==> src/sv/bxq_pkg.sv <==
// Shared types, constants and helpers for the binary trie XOR query block.
package bxq_pkg;

   localparam int KEY_BITS   = 32;
   localparam int NODES      = 4096;
   localparam int NODE_W     = 12;
   localparam int FREE_W     = 13;
   localparam int TALLY_W    = 16;
   localparam int LVL_W      = 5;
   localparam int MAX_VALUES = 65535;

   typedef enum logic [2:0] {
      FN_INSERT = 3'd0,
      FN_ERASE  = 3'd1,
      FN_MAX    = 3'd2,
      FN_MIN    = 3'd3,
      FN_COUNT  = 3'd4,
      FN_CLEAR  = 3'd5
   } func_type;

   typedef enum logic [1:0] {
      ST_OK      = 2'd0,
      ST_FULL    = 2'd1,
      ST_ABSENT  = 2'd2,
      ST_EMPTY   = 2'd3
   } status_type;

   typedef struct packed {
      logic [NODE_W-1:0]  zero_child;
      logic [NODE_W-1:0]  one_child;
      logic [TALLY_W-1:0] tally;
   } node_rec_type;

   typedef struct packed {
      status_type          status;
      logic [KEY_BITS-1:0] xor_result;
      logic [TALLY_W-1:0]  match_count;
   } rsp_payload_type;

   function automatic logic [NODE_W-1:0] child_of(node_rec_type rec, logic b);
      return b ? rec.one_child : rec.zero_child;
   endfunction

   function automatic node_rec_type set_child(node_rec_type rec, logic b,
                                              logic [NODE_W-1:0] id);
      node_rec_type r;
      r = rec;
      if (b) begin
         r.one_child = id;
      end else begin
         r.zero_child = id;
      end
      return r;
   endfunction

endpackage

==> src/sv/bxq_rsp_reg.sv <==
// Result holding register on the response stream.
module bxq_rsp_reg (
   input  logic                     clock,
   input  logic                     reset,
   input  logic                     load,
   input  bxq_pkg::rsp_payload_type payload,
   output logic                     free,
   output logic                     rsp_tvalid,
   input  logic                     rsp_tready,
   output logic [47:0]              rsp_tdata,
   output logic [1:0]               rsp_tuser
);
   import bxq_pkg::*;

   logic            valid_ff, valid_in;
   rsp_payload_type data_ff, data_in;

   assign free = !valid_ff || rsp_tready;

   always_comb begin
      valid_in = valid_ff;
      data_in  = data_ff;
      if (load) begin
         valid_in = 1'b1;
         data_in  = payload;
      end else if (rsp_tready) begin
         valid_in = 1'b0;
      end
   end

   always_ff @(posedge clock) begin
      if (reset) begin
         valid_ff <= 1'b0;
      end else begin
         valid_ff <= valid_in;
      end
      data_ff <= data_in;
   end

   assign rsp_tvalid = valid_ff;
   assign rsp_tdata  = {data_ff.match_count, data_ff.xor_result};
   assign rsp_tuser  = data_ff.status;

endmodule

==> config.mk <==
export PLATFORM = sky130hd
export DESIGN_NAME = bxq_rsp_reg
export DESIGN_NICKNAME = d
export VERILOG_FILES = /design/src/sv/bxq_pkg.sv /design/src/sv/bxq_rsp_reg.sv
export SDC_FILE = /design/constraint.sdc
export NUM_CORES = 1
export LEC_CHECK = 0
export BUFFER_PORTS_ARGS = -buffer_cell sky130_fd_sc_hd__buf_2
export CAP_MARGIN = 20
export CORE_UTILIZATION = 38
export CTS_BUF_LIST = sky130_fd_sc_hd__clkbuf_4 sky130_fd_sc_hd__clkbuf_8
export DETAILED_ROUTE_END_ITERATION = 6
export PLACE_DENSITY_LB_ADDON = 0.25
export SYNTH_ARGS = -nofsm -noshare
export SYNTH_HDL_FRONTEND = slang
export SYNTH_SLANG_ARGS = --single-unit
==> constraint.sdc <==
create_clock -name clock -period 0.8 [get_ports clock]
set_clock_uncertainty 0.1 [all_clocks]
set_input_delay 0.04 -clock clock [delete_from_list [all_inputs] [get_ports clock]]
set_output_delay 0.04 -clock clock [all_outputs]
set_load 0.01 [all_outputs]
After elaboration in Yosys (flattened, before gate mapping)
Index checks and enable logic that the tools add are counted.
Storage, ports and cells
  flip-flop bits (word level): 51
  input port bits: 54
  output and inout port bits: 52
  logic and storage cells: 9
Operators by class
  multiplexer cells: 2
  reductions and logical operators: 3
Operators by type and width (number)
  $mux 1: 2
  $reduce_bool 2->1: 1
  $logic_not 1->1: 1
  $logic_or 1x1->1: 1

Longest topological paths before layout
  depth after elaboration: 2
  gate-level depth with buffers: 2
  depth with buffers taken out: 2

Worst setup path after synthesis
No wires, ideal clock.
  path type: register -> register
  start point: register rsp_tvalid (netlist name)
  end point: register valid_ff, in the netlist rsp_tvalid
  library setup time: 0.066 ns
  arrival: 0.597 ns
  required time: 0.634 ns
  setup slack: 0.037 ns
  stages on the path, launching flop included: 3
  path buffers: 0
  clock period less this slack: 0.763 ns
  cells stage by stage: dfxtp_1 > nand2b_4 > a21oi_2
RTL lines
  to (signal assigned): line bxq_rsp_reg.sv:35  | valid_ff <= valid_in;
  to (decl): line bxq_rsp_reg.sv:15  | logic valid_ff, valid_in;

Worst setup path after layout
  start point: register data_ff, in the netlist rsp_tdata[37]
  end point: output port rsp_tdata[37]
RTL lines
  from (decl): line bxq_rsp_reg.sv:16  | rsp_payload_type data_ff, data_in;
  from (signal assigned): line bxq_rsp_reg.sv:37  | data_ff <= data_in;
  to (decl): line bxq_rsp_reg.sv:10  | output logic [47:0] rsp_tdata,
No word-level cell between the ends.

==> reports/metrics.cfg <==
[run_status]
outcome=complete, but fails checks
violations=negative setup slack

[placement]
portBuffers=105
gp_congestion=0.6420
dp_cells=209
dp_slack_ns=0.01567
place_area_um2=2173

[sta]
final_hold_viol_count=0
timing.hold.ws_ns=0.01624
period_needed_ns=0.9917
finalSetupViolCount=53
tightest_slew_ns=0.1407
setup_tns_ns=-7.347
timing.final.crit_share_pct=124.0
fin_ws_ns=-0.1917
slew_headroom_pct=90.62
rsz0062_at_grt=yes
report.final.slew_viol_count=0
fmax_mhz=1008

[worst_setup_path]
crit_required_ns=0.66
slowest_stage=edfxtp_1
cp.arrival_ns=0.85
criticalPathCategory=flop to output pin
critPathTopFamily=flip-flops
crit_chain=buf_6
path_buf_inv=1
max_stage_delay_ns=0.42
critPathCaptureType=output pin
cp_max_fo=1
r2r_setup_slack_ns=-0.03
start_kind=flop

[layout]
multiInputGateArea_um2=22.52
layout.core_utilization_pct=74.92
num_antenna_cells=0
finalNonFillerCells=269
final_common_cell=buf_2
most-common-layout-cells=buf_2 (102), dlygate4sd3_1 (51), edfxtp_1 (50), clkbuf_8 (5), buf_6 (3)
layout-drive-gt1-share_pct=53.85
register_area_um2=1523
fill_cells=239
synthToLayoutAreaGrowth_pct=82.54
final_cell_area_um2=2825
fin_nets=274

[drt]
drtPass1Iterations=4
vias=1139
wire_per_inst_um=13.36
drt_wl_total_um=3595
ant_nets=0
vias_per_cell=4.234
drc=0
drtIter0Drc=52

[floorplanning]
start_util_pct=41.04
num_io_pins=106
core_um2=3771
die_w_um=65.82
die-area_um2=4332
die_y_um=65.82
num_rows=22

[yosys]
synth_cell_types=5
synth_area_leaders=edfxtp_1 (97%), dfxtp_1 (1.3%), nand2b_4 (0.89%), a21oi_2 (0.57%), inv_1 (0.24%)
syn-num-nets=108
syn_area_um2=1548
avgSynthCellArea_um2=28.66
ys_seq_area_share_pct=98.30
ys_seq_elements=51
synthCells=54
synth_top_cell_area_share_pct=97.01
yosysTopAreaCell=edfxtp_1
yosys_warnings=0

[cts]
cts_buffers=5
cts_tree=yes
root_buffer=clkbuf_8
clkTransAtPathRegs_ns=0.08
htreeDepth=2
cts_num_sinks=51
clock_path_buffers=2
clk_latency_ns=0.29

[global_route]
grt.overflow.total=0
first_global_vias=1212
grt_use_total_pct=17.97
grt_first_pass_wirelength_um=5388
antenna_found_initial=0
grt_max_degree=27

[pwr]
cellLeakagePower_nw=1.227
finalPower_mw=5.690
powerDensity_nw_per_um2=2014
vdd_ir_drop_max_uv=1420

[run]
cap_violations=0

[min_path]
holdCritPathClass=input port to flop

==> flip-flops by register name, indices dropped and copies added, names as in the netlist <==
signal      count
rsp_tvalid      1
rsp_tuser       2
rsp_tdata      48
==> synth_stat cells <==
master and n:
dfxtp_1 1, nand2b_4 1, a21oi_2 1, edfxtp_1 50, inv_1 1
==> kinds of logic after synthesis <==
kind of cell	count (synthesis)	share of synthesized area, %
AND/OR/NAND/NOR	1	0.8890
buffers and inverters	1	0.2423
AO/OA/AOI/OAI	1	0.5660
flip-flops	51	98.30
==> routing by layer <==
| metal | up-vias | track usage, % | share of wire, % |
|---|---|---|---|
| li1 | 544 | - | - |
| met1 | 520 | 18.00 | 35 |
| met2 | 71 | 32.27 | 53 |
| met3 | 4 | 6.897 | 10 |
| met4 | 0 | 8.424 | 1.5 |
| met5 | - | 0 | 0 |
==> power by group <==
part,internal [mW],switching [mW]
clock,1.00,0.737
combinational,0.423,0.310
sequential,3.16,0.0549
==> area by class of cell <==
class	count	area share (%)
tap	48	2.126
multi-input combinational	2	0.7972
timing repair buffer	159	39.02
clock buffer	7	2.967
inverter	1	0.1329
clock inverter	1	1.063
sequential	51	53.90
==> worst paths after layout <==
check,from,end,depth (start not counted)
worst max-delay path,rsp_tdata[37],rsp_tdata[37],1
worst min-delay path,rsp_tready,rsp_tvalid,4
worst max register to register,rsp_tvalid,rsp_tvalid,3
worst min register to register,rsp_tvalid,rsp_tvalid,3
==> repair_timing <==
| action | in CTS | in global routing |
|---|---|---|
| pin swaps | 0 | 1 |
| gates resized for setup | 3 | 1 |
| hold buffers | 51 | 0 |
| setup buffers | 0 | 1 |
| endpoints found under the hold margin | 51 | 0 |
| endpoints found under the setup margin | 52 | 52 |
Power figures use the tool's default switching activity.
