`config.mk`:
```
export PLATFORM = sky130hd
export DESIGN_NAME = bxq_ram
export DESIGN_NICKNAME = d
export VERILOG_FILES = /design/src/sv/bxq_ram.sv
export SDC_FILE = /design/constraint.sdc
export NUM_CORES = 1
export LEC_CHECK = 0
export BUFFER_PORTS_ARGS = -buffer_cell sky130_fd_sc_hd__buf_2
export CORE_MARGIN = 2
export CORE_UTILIZATION = 57
export CTS_BUF_LIST = sky130_fd_sc_hd__clkbuf_4
export DETAILED_ROUTE_END_ITERATION = 16
export PLACE_DENSITY = 0.86
export RECOVER_POWER = 100
export SYNTH_ARGS = -nofsm -noshare
export SYNTH_HDL_FRONTEND = slang
export SYNTH_SLANG_ARGS = --single-unit
export TNS_END_PERCENT = 100
```
`constraint.sdc`:
```
create_clock -name clock -period 1.8 [get_ports clock]
set_input_delay 0.27 -clock clock [delete_from_list [all_inputs] [get_ports clock]]
set_output_delay 0.27 -clock clock [all_outputs]
set_load 0.01 [all_outputs]
```
`src/sv/bxq_ram.sv`:
```
// Generic single-port RAM with registered read data.
module bxq_ram #(
   parameter int WIDTH = 8,
   parameter int DEPTH = 16
) (
   input  logic                     clock,
   input  logic                     we,
   input  logic [$clog2(DEPTH)-1:0] addr,
   input  logic [WIDTH-1:0]         wdata,
   output logic [WIDTH-1:0]         rdata
);

   logic [WIDTH-1:0] mem [DEPTH];
   logic [WIDTH-1:0] rdata_ff;

   always_ff @(posedge clock) begin
      if (we) begin
         mem[addr] <= wdata;
      end
      rdata_ff <= mem[addr];
   end

   assign rdata = rdata_ff;

endmodule

```
Word level (Yosys, flattened, before mapping)
Memories as Yosys holds them, arrays and structs flattened. A register that Yosys moved wholly into a read port is not among the register bits.
Index checks and enable logic that the tools add are counted.
Widths: inputs -> output; s select.
{"block": "op_classes", "mux": 2}
{"operator": "$mux 1", "n": 2}
{"block": "word_totals", "reg_bits": 0, "ram_bits": 128, "input_bits": 14, "output_inout_bits": 8, "wordCells": 3, "mem_count": 1}
{"name": "mem", "words": 16, "width": 8, "read_ports": 1, "rd_clocked_by_memory_dff": 1, "wr": 1, "line_no": "13", "rtl": "logic [WIDTH-1:0] mem [DEPTH];"}

Depth between registers and ports, before layout
Gate-level depths: netlist (run 1).
{"block": "logic_depth", "depth_word": 2, "depth_mapped": 5, "mapped_depth_nobuf": 3}

Worst setup path before layout (run 1)
Ideal clock, no wire load.
{"block": "synth_timing", "path_kind": "input -> register", "startpoint": "input addr[2]", "endpoint": "memory mem[0][0] (enable)", "arrival_time_ns": 1.380, "required_ns": 1.417, "path_slack_ns": 0.037, "path_stages": 2, "cell_sequence": "or3b_2 > nor3_1"}
{"element": "start: declaration", "line_no": "8", "rtl": "input logic [$clog2(DEPTH)-1:0] addr,"}
{"element": "end: declaration", "line_no": "13"}
Straight into the memory's write port.

Worst setup path in the final report (run 1)
{"block": "layout_timing", "startpoint": "input addr[1]", "endpoint": "memory mem[1][2] (enable)"}
Straight into the memory's write port.

==> results of run 1 <==
==> stage by stage <==
stage / instances / util [%] / cell area (sq um) / setup WS [ps] / hold slack, ps
floorplan: 230 / - / 5070 / 37.0 / 369
global placement: 372 / 63.0 / 5470 / 174 / 648
detailed placement: 372 / 63.0 / 5470 / 148 / 667
CTS: 404 / 66.8 / 5800 / 429 / 91.7
global route: 404 / 66.0 / 5730 / 199 / 269
finish: 404 / 66.0 / 5730 / 240 / 284
==> logic make-up (layout without fill, tap and decap cells) <==
group	after synthesis	in the layout	synth area share, %
flip-flops	136	136	79.0
buffers and inverters	11	77	1.19
AO/OA/AOI/OAI	16	16	2.37
multiplexers	32	32	14.2
AND/OR/NAND/NOR	35	35	3.21
==> report_power, final <==
group | leakage (uW) | internal, uW | switching [uW]
combinational | 0.000445 | 138 | 190
clock | 0.000162 | 1130 | 1090
sequential | 0.00122 | 3540 | 26.0
total | 0.00183 | 4800 | 1300
==> cells in the final DEF, fill, tap and decap left out, types with 5 or more instances in the layout <==
cell,count
a22oi_1,16
buf_2,5
buf_4,13
clkbuf_1,25
clkbuf_4,18
clkinvlp_4,5
dfxtp_1,8
edfxtp_1,128
mux4_2,32
nand2_1,9
nor2_1,13
==> routing by layer <==
| layer | wire (um) | part of all wire, % | up-vias | GRT usage, % |
|---|---|---|---|---|
| met5 | 0 | 0 | - | 0 |
| li1 | - | - | 1068 | - |
| met4 | 160 | 1.7 | 0 | 8.43 |
| met2 | 4860 | 53 | 91 | 33.8 |
| met3 | 429 | 4.6 | 12 | 6.30 |
| met1 | 3780 | 41 | 1248 | 28.2 |
==> area by class of cell <==
| class | count | area, sq um |
|---|---|---|
| timing repair buffer | 45 | 256 |
| clock inverter | 14 | 198 |
| sequential | 136 | 4000 |
| multi-input combinational | 83 | 1000 |
| clock buffer | 18 | 135 |
| fill | 553 | 2950 |
| tap | 108 | 135 |
==> state kept, by name, indices dropped and copies added, names as in the netlist <==
signal  count
rdata       8
mem       128
==> critical path, cell delays in order <==
cell and delay (ps):
buf_2 90, buf_2 390, nand2b_1 340, nor2_1 120, clkbuf_1 460
==> worst min path at each step <==
stage                        start    endpoint  slack (ps)  cells after the start
after floorplan           wdata[0]   mem[0][0]         370                      0
after global routing      wdata[6]  mem[10][6]         270                      1
after CTS                 wdata[1]   mem[7][1]          90                      1
final                     wdata[0]   mem[2][0]         280                      1
after global placement    wdata[1]   mem[4][1]         650                      1
after detailed placement  rdata[5]    rdata[5]         670                      1
==> impl.org, run 1 <==
** Status
- Result of the run :: finished, final reports clean

** Power
- Power spread over the standard cell area amounts to between 1000 and 1500 mW/mm^2.
- Pleak :: 0.00183 uW
- Power comes to approximately 6100 uW.
- The worst-case IR drop observed on VDD is a little under 0.0005 V.

** Critical path
- Critical Path Fanout Max :: 39
- Capturing element type of the critical path :: flop
- Launch point of the worst reg-to-reg path :: mem[11][4]
- Following the worst setup path forward leads to its endpoint at mem[1][2].
- Arr. time, crit path :: between 1500 and 2000 ps
- The critical path is of the primary input to flop type.
- Data required, critical path :: between 1500 and 2000 ps
- In this run the register-to-register setup slack is around 440 ps.
- In this run the worst setup path begins at addr[1].
- STA classifies the critical path startpoint as a primary input.
- Cell depth of the worst flop-to-flop path :: 3
- The endpoint identified for the worst register-to-register timing path is rdata[4].

** Yosys
- Library cell with the highest instance count after synthesis :: edfxtp_1
- Leading area contributor after synthesis :: edfxtp_1
- Fraction of post-synthesis cell area in the top cell type by area :: between 70% and 80%
- The synthesized design contains 136 register bits.
- Mean Syn Cell Area :: 22.0 sq um
- The number of nets handed over by synthesis was 244.
- The Yosys step of the flow raised 0 warnings.
- Post-synth top cells :: edfxtp_1 (128), mux4_2 (32), a22oi_1 (16)
- Sequential cells were found to cover 79.0% of the synthesized design area.
- Number of enable flip-flop cells after synthesis :: ~130
- Post-Syn Area :: around 0.0051 sq mm
- Number of unique standard cell types used by synthesis :: 18
- After synthesis, the cell types taking the most area are edfxtp_1 (76%), mux4_2 (14%), dfxtp_1 (3.2%).
- The cell count after synthesis came out at between 200 and 250.
- In the synthesized netlist the async set-or-reset flop fraction comes to 0%.
- Among all flip-flop cells after synthesis, the most frequent one is edfxtp_1.

** Timing
- The number of hold violations in the final report is 0.
- Final clock period utilization by the worst path :: 86.7%
- Summed over all failing endpoints, the final setup total negative slack is 0 ps.
- Max transition margin :: 40.1%
- For the finished layout, the period the worst path requires is 1560 ps.
- Largest clock skew in the final design :: around 15 ps
- Number of max-slew violations in the final report :: 0
- Setup violations remaining at the end of the flow were counted as 0.
- Derived from the worst setup path, the maximum achievable clock frequency is between 600 and 700 MHz.
- Setup repair after global routing missed its margin :: no
- At the pin with the least slew margin, the transition time is about 900 ps.

** Routing
- Vias :: around 2.4k
- Count of antenna-violating nets left after detailed routing :: 0
- Remaining DRCs :: 0
- Via density per instance :: between 5 and 6
- Detailed-router iteration count before antenna repair :: 4
- Routed length per instance :: between 20 and 25 um
- DR iter-0 viols :: 200
- Wires add up to a little over 9000 um.

** Clocking
- Total of hold buffers inserted after clock tree synthesis :: 0
- Resized Gates After CTS :: 0
- At the later pin of the worst-skew pair, clock insertion delay measures 510 ps.
- Clock Path Buffers :: 2
- Clock Sinks :: roughly 140
- Clock tree from TritonCTS :: done
- Total number of H-tree levels :: 4
- Clock-pin slew was measured on the worst setup and hold paths at ~110 ps.
- Post-CTS setup buffer count :: 0
- Number of clock buffers inserted by TritonCTS :: 17
- Clock tree synthesis selected as its root buffer the cell clkbuf_4.

** Floorplanning
- Measured along the x axis, the die boundary spans between 90 and 100 um.
- After floorplanning, the core was sized to cover around 0.0087 sq mm.
- Initial Util :: between 50 and 60%
- For this design the top-level I/O count stands at 22.
- The floorplan step defined a die boundary enclosing a little under 0.01 sq mm.
- Die Y-Extent :: around 100 um
- Std-Cell Rows :: 34

** Job
- Max cap viols :: 0

** Finish
- The repair_antennas step left the layout with diodes totalling 0.
- Compared with the post-synthesis result, the final layout area differs by 13.1%.
- Fraction of final layout cells sized beyond drive strength 1 :: between 20 and 30%
- NumNets Final :: approximately 300

** GRT
- The via count of the first global-routing pass is about 2.5k.
- Global routing used 21.3% of the available tracks.
- First-pass GRT wire length :: around 15000 um
- Maximum number of pins on one net before global-route repair :: 40
- For this run the aggregate overflow at the end of global routing stands at 0.
- The number of antenna violations at the first check in global routing was 0.

** Place
- In this run the tool buffered the top-level ports with 21 buffer cells.
- DPL Wire Length :: about 6200 um
- At the end of routability-driven placement, the weighted congestion stood at between 0.7 and 0.8.

** Hold path
- The tightest min-delay check is of the primary input to flop type.
Note: power is estimated with default switching activity, not from simulation.
==> run 2, diff against run 1 <==
- CORE_UTILIZATION: 57 -> 55
- CTS_CLUSTER_DIAMETER: not set -> 150
- MAX_ROUTING_LAYER: not set -> met4
- PLACE_DENSITY: 0.86 -> 0.83
==> impl.org, run 2 (same netlist as run 1, synthesis figures left out) <==
** Clocking
- The number of instances resized during post-cts repair is 0 (unchanged).
- Clock Path Buffers :: 2 (unchanged)
- The tree is rooted in a clkbuf_4.
- Clk slew on worst S/H paths :: 120 ps (about the same)
- Total number of H-tree levels :: 4 (unchanged)
- The clock buffer count from CTS was 17 (unchanged).
- The number of buffers inserted by hold repair at cts is 0 (unchanged).
- The post-CTS setup buffer count came to 0 (unchanged).
- Clock network latency to the later pin of the worst-skew pair :: 520 ps (about the same)
- Clock tree from TritonCTS :: done
- The number of sinks on the clock net was 136 (unchanged).

** Floorplanning
- Horizontal die dimension :: 100 um (+1.7%)
- The vertical die dimension came to 100 um (+1.7%).
- Total Die Area :: 0.0100 sq mm (+3.5%)
- Std-Cell Rows :: 35 (+2.9%)
- Ports :: 22 (unchanged)
- The initial core utilization was 55.6% (-2.8 points).
- Std-Cell Core Area :: 0.00911 sq mm (+5.0%)

** Routing
- The mean number of vias per cell was 5.92 (-1.1%).
- Remaining DRCs :: 0 (unchanged)
- DR iter-0 viols :: 208 (+4.0%)
- Wirelength, routed :: 9450 um (+2.3%)
- The average detailed-routed wire length per instance is 22.9 um (+0.31%).
- The vias after detailed routing is 2439 (+0.83%).
- The number of nets with antenna violations after detailed routing was 0 (unchanged).
- The first-pass detailed-route iteration total was 4 (unchanged).

** Timing
- Number of max-slew violations in the final report :: 0 (unchanged)
- The worst clock skew on the final layout was 18.3 ps (+2.83 ps).
- The final critical-path setup slack was 240 ps (-0.0750 ps).
- The final count of negative-setup-slack endpoints is 0 (unchanged).
- The upper clock frequency limit is 641 MHz (about the same).
- Setup repair after global routing missed its margin :: no
- Summed negative setup slack over all endpoints :: 0 ps (unchanged)
- Measured slew at the worst slew-check pin :: 737 ps (-161 ps)
- The max-slew headroom at the worst pin is 50.9% (+11 points).
- The minimum clock period is 1560 ps (+0.0750 ps).
- The number of hold violations in the final report came to 0 (unchanged).
- The post-route fraction of the period consumed by the critical path was 86.7% (about the same).

** GRT
- The number of antenna violations at the first check in global routing was 0 (unchanged).
- GRT Residual Overflow :: 0 (unchanged)
- Maximum number of pins on one net before global-route repair :: 40 (unchanged)
- The total global-route track usage came to 21.3% (+0.060 points).
- The via count of the first global-routing pass is 2484 (-1.4%).
- The global-route wire length before repair came to 14400 um (-2.2%).

** Finish
- NumNets Final :: 302 (+1.7%)
- The final-layout fill cell count came to 659 (+19%).
- mem holds more flip-flops than any other register.
- P&R area growth vs syn :: 12.2%
- The total area of sequential cells was 0.00400 sq mm (unchanged).
- Fraction of final layout cells sized beyond drive strength 1 :: 27.6% (-1.1 points)
- The footprint of the multi-input gates is 0.00100 sq mm (unchanged).
- The flip-flop count of the largest register after layout is 128 (unchanged).
- The number of antenna diodes was 0 (unchanged).
- The final standard cell count with taps included and fillers excluded was 412 (+2.0%).
- The library cell used most frequently in the layout, excluding fill and tap cells, is edfxtp_1.
- In the layout the commonest cells are edfxtp_1 (128), mux4_2 (32), clkbuf_1 (32).

** Power
- The internal power came to 4380 uW (-8.8%).
- Power density over the cells :: 1000 mW/mm^2 (-6.1%)
- The switching part of the total came to 23.0% (+1.7 points).
- Flop pwr share :: 62.5% (+4.2 points)
- Switching Power :: 1310 uW (+0.51%)
- The leakage component of the power came to 0.00180 uW (-1.5%).
- Part of the total power dissipated in the clock network :: 31.6% (-4.7 points)
- Max rail drop VDD :: 0.000463 V (-4.9%)
- Share of power burned in combinational logic :: 5.9% (+0.5 points)

** Critical path
- The required time of the critical path was 1950 ps (about the same).
- Capturing element type of the critical path :: flop
- Critical Path Fanout Max :: 19 (-51%)
- The critical path goes through buf_2 -> clkbuf_2 -> nand2b_1 -> nor2_1 -> clkbuf_1.
- Cell depth of the worst flop-to-flop path :: 3 (unchanged)
- For this design, the slowest cell found on the critical path is clkbuf_1.
- The worst setup path is launched from a primary input.
- The critical path is of the primary input to flop type.
- Arr. time, crit path :: 1710 ps (about the same)
- Longest individual stage delay on the worst path :: 420 ps (-40 ps)

** Hold path
- The number of cells on the worst hold path came to 4 (+3).
- The min-delay analysis places its worst path in the category primary input to flop.

** Place
- The final HPWL from detailed placement is 6170 um (-0.65%).
- The pre-CTS setup slack was 70.5 ps (-77.5 ps).
- The final weighted congestion in routability-driven placement is 0.768 (+1.1%).
- The number of I/O port buffers came to 21 (unchanged).
- The number of placed instances, taps included is 380 (+2.2%).

** Job
- The number of max-capacitance violations reported was 0 (unchanged).

** Status
- The run finished with clean final reports.
==> run 2: path summary, 6_finish.rpt <==
check / endpoint / slack, ps / startpoint
worst max register to register: rdata[7] / 410 / mem[11][7]
worst min register to register: rdata[2] / 690 / mem[14][2]
worst min-delay path: rdata[0] / 290 / addr[2]
worst max-delay path: mem[2][4] / 240 / addr[0]
==> run 2: power by group through the flow <==
stage | registers, uW | logic [uW] | clock network (uW)
floorplan | 3630 | 182 | 0
global placement | 3620 | 345 | 0
detailed placement | 3630 | 356 | 0
CTS | 3560 | 358 | 1840
global route | 3570 | 361 | 1980
finish | 3560 | 334 | 1800
==> run 2: cell type report <==
class                   count  area share [%]
flip-flops and latches    136            70.4
multi-input cells          83            17.6
repair buffers             50            4.93
well taps                 111            2.44
clock buffers              18            2.38
clock inverters            14            2.22
==> run 2: per-stage QoR <==
step	utilization, %	total power (uW)	hold slack [ps]	instance area, sq um
global placement	60.6	3970	646	5520
detailed placement	60.6	3990	669	5520
finish	62.4	5690	288	5690
CTS	63.5	5760	101	5780
floorplan	-	3810	369	5070
global route	62.4	5910	250	5690
==> run 2: routing by layer <==
layer	track usage [%]	up-vias	wire length (um)
li1	-	1081	-
met1	27.9	1237	3720
met2	32.7	112	4820
met3	5.57	9	805
met4	8.22	0	102
met5	-	-	0
==> run 2: critical path, delay by kind of cell <==
kind | cells | cell delay, ps
buffers and inverters | 3 | 940
and+or+nand+nor | 2 | 490
==> run 3, diff against run 2 <==
- CELL_PAD_IN_SITES_DETAIL_PLACEMENT: not set -> 1
- CELL_PAD_IN_SITES_GLOBAL_PLACEMENT: not set -> 1
- CORE_UTILIZATION: 55 -> 51
- PLACE_DENSITY: 0.83 -> 0.86
==> impl.org, run 3 (same netlist as run 1, synthesis figures left out) <==
** Status
- Result of the run :: finished, final reports clean

** Timing
- Max transition margin :: 49.3% (-1.6 points)
- Largest clock skew in the final design :: 26.3 ps (+8.01 ps)
- The final count of pins violating max slew is 0 (unchanged).
- Final-report hold violation count :: 0 (unchanged)
- The worst slack on hold paths is 296 ps (+7.85 ps).
- The slew at the pin closest to its max-slew limit came to 760 ps (+23.3 ps).
- Setup repair after global routing missed its margin :: no
- Final setup violation count :: 0 (unchanged)
- The minimum clock period was 1560 ps (+0.588 ps).
- Summed negative setup slack over all endpoints :: 0 ps (unchanged)
- Final clock period utilization by the worst path :: 86.7% (about the same)
- Highest clock frequency the design can meet :: 641 MHz (about the same)

** Critical path
- Cell depth of the worst flop-to-flop path :: 3 (unchanged)
- The worst setup path is launched from a primary input.
- The endpoint identified for the worst register-to-register timing path is rdata[0].
- The worst-path maximum fanout is 39 (+20).
- The worst endpoint data arrival time came to 1720 ps (about the same).
- The worst register-to-register path begins at mem[10][0].
- Capturing element type of the critical path :: flop
- Startpoint-to-endpoint class of the critical path :: primary input to flop
- Register-to-Register Setup Slack :: 340 ps (-70 ps)
- Data required, critical path :: 1960 ps (about the same)

** Finish
- The number of antenna diodes is 0 (unchanged).
- The number of nets in the finished design was 296 (-2.0%).
- Highest-count cells in the layout ignoring fill and taps :: edfxtp_1 (128), mux4_2 (32), clkbuf_1 (27)
- The final-layout fill cell count was 853 (+29%).
- The fraction of layout instances using a drive strength above 1 came to 27.2% (-0.36 points).
- Most frequent standard cell in the layout excluding fill and tap cells :: edfxtp_1
- Counting flops per register, the top entry is mem.
- Final cell area excluding filler cells :: 0.00580 sq mm (+2.0%)
- P&R area growth vs syn :: 14.5%
- The flip-flop count of the largest register after layout was 128 (unchanged).

** Clocking
- The post-CTS setup buffer count was 0 (unchanged).
- Resized Gates After CTS :: 0 (unchanged)
- Clock Path Buffers :: 2 (unchanged)
- The number of buffers inserted by hold repair at cts is 0 (unchanged).
- The level count of the clock H-tree came to 4 (unchanged).
- Clk slew on worst S/H paths :: 130 ps (about the same)
- Clock Sinks :: 136 (unchanged)
- Clock network latency to the later pin of the worst-skew pair :: 530 ps (about the same)
- The clock buffer count from CTS was 17 (unchanged).
- Clock tree from TritonCTS :: done
- Root Buffer Master :: clkbuf_4

** Routing
- Wirelength, routed :: 11300 um (+20%)
- The first-pass detailed-route iteration total came to 7 (+3).
- Routed wire length on met2 :: 6060 um (+26%)
- The mean number of vias per cell was 5.86 (-0.98%).
- Detailed-routing wirelength on met1 :: 4650 um (+25%)
- Vias :: 2503 (+2.6%)
- The number of nets with antenna violations after detailed routing came to 0 (unchanged).
- The DRC violation count after routing came to 0 (unchanged).
- The average detailed-routed wire length per instance was 26.5 um (+15%).
- Met3 wirelength from detailed routing :: 438 um (-46%)
- DR iter-0 viols :: 236 (+13%)
- After detailed routing, no signal wire sits above met4.

** Power
- Part of the total power dissipated in the clock network :: 40.1% (+8.5 points)
- Power density over the cells :: 1120 mW/mm^2 (+12%)
- The leakage component of the power was 0.00185 uW (+2.7%).
- The internal power came to 5200 uW (+19%).
- The sequential fraction of design power is 54.7% (-7.8 points).
- The switching part of the total is 20.3% (-2.7 points).
- Switching Power :: 1320 uW (+1.1%)
- The peak supply drop is 0.000571 V (+23%).
- The part of the power in combinational logic is 5.3% (-0.6 points).

** GRT
- The via count of the first global-routing pass is 2847 (+15%).
- Number of antenna violations at the first check in global routing :: 0 (unchanged)
- First-pass GRT wire length :: 17800 um (+24%)
- GRT Residual Overflow :: 0 (unchanged)
- Global-route total usage across every layer :: 23.9% (+2.6 points)
- The maximum number of pins on one net before global-route repair came to 40 (unchanged).

** Floorplanning
- Std-Cell Rows :: 36 (+2.9%)
- Initial Util :: 52.1% (-3.5 points)
- The die area came to 0.0107 sq mm (+7.5%).
- The vertical die dimension was 104 um (+3.7%).
- Std-Cell Core Area :: 0.00973 sq mm (+6.8%)
- Horizontal die dimension :: 104 um (+3.7%)
- The top-level I/O count is 22 (unchanged).

** Hold path
- Cell count of the worst hold path :: 1 (-3)
- The path with the worst hold slack has its endpoint at mem[8][7].
- Startpoint of the worst hold path :: wdata[7]
- In this run the worst hold path is classified as primary input to flop.

** Place
- The final HPWL from detailed placement came to 7070 um (+15%).
- The number of I/O port buffers is 21 (unchanged).
- Routability congestion estimate from global placement :: 0.764 (-0.53%)
- Placed cell area :: 0.00549 sq mm (-0.54%)

** Job
- Max cap viols :: 0 (unchanged)
[run 3: worst max-delay path: stages]
cell,delay (ps)
buf_2,100
clkbuf_4,370
nand2b_1,370
nor2_1,140
clkbuf_1,450
[run 3: metal layers]
layer  up-vias  track usage, %
met5         -               -
met4         0            7.92
met3        14            5.35
met2        79            39.4
met1      1346            29.7
li1       1064               -
[run 3: worst max-delay path by stage]
stage                      endpoint        from  cells past startpoint  slack, ps
after floorplan           mem[0][0]     addr[2]                      2         40
after global placement     rdata[2]     addr[0]                      5        140
after detailed placement   rdata[0]     addr[0]                      5        150
after CTS                  rdata[0]  mem[10][0]                      3        370
after global routing      mem[3][0]     addr[1]                      5        190
final                     mem[5][4]     addr[1]                      5        240
[run 3: power groups by stage]
stage	sequential (uW)	clock [uW]	combinational, uW
final	3570	2610	343
after floorplan	3630	0	182
after global routing	3570	2770	368
after global placement	3630	0	337
after detailed placement	3640	0	356
after CTS	3570	2660	362
[run 3: area by class of cell]
| type | count | area [sq um] | area share [%] |
|---|---|---|---|
| flip-flops and latches | 136 | 4000 | 69.0 |
| repair buffers | 44 | 241 | 4.16 |
| clock inverters | 13 | 251 | 4.33 |
| well taps | 133 | 166 | 2.87 |
| clock buffers | 18 | 135 | 2.33 |
| multi-input cells | 83 | 1000 | 17.3 |
[run 3: metrics by stage]
step	util (%)	total power (uW)	std cells	setup slack, ps
after floorplan	-	3810	230	37.0
after global placement	56.4	3960	396	141
after detailed placement	56.4	3990	396	151
after CTS	60.4	6590	427	371
after global routing	59.6	6720	427	190
final	59.6	6520	427	239
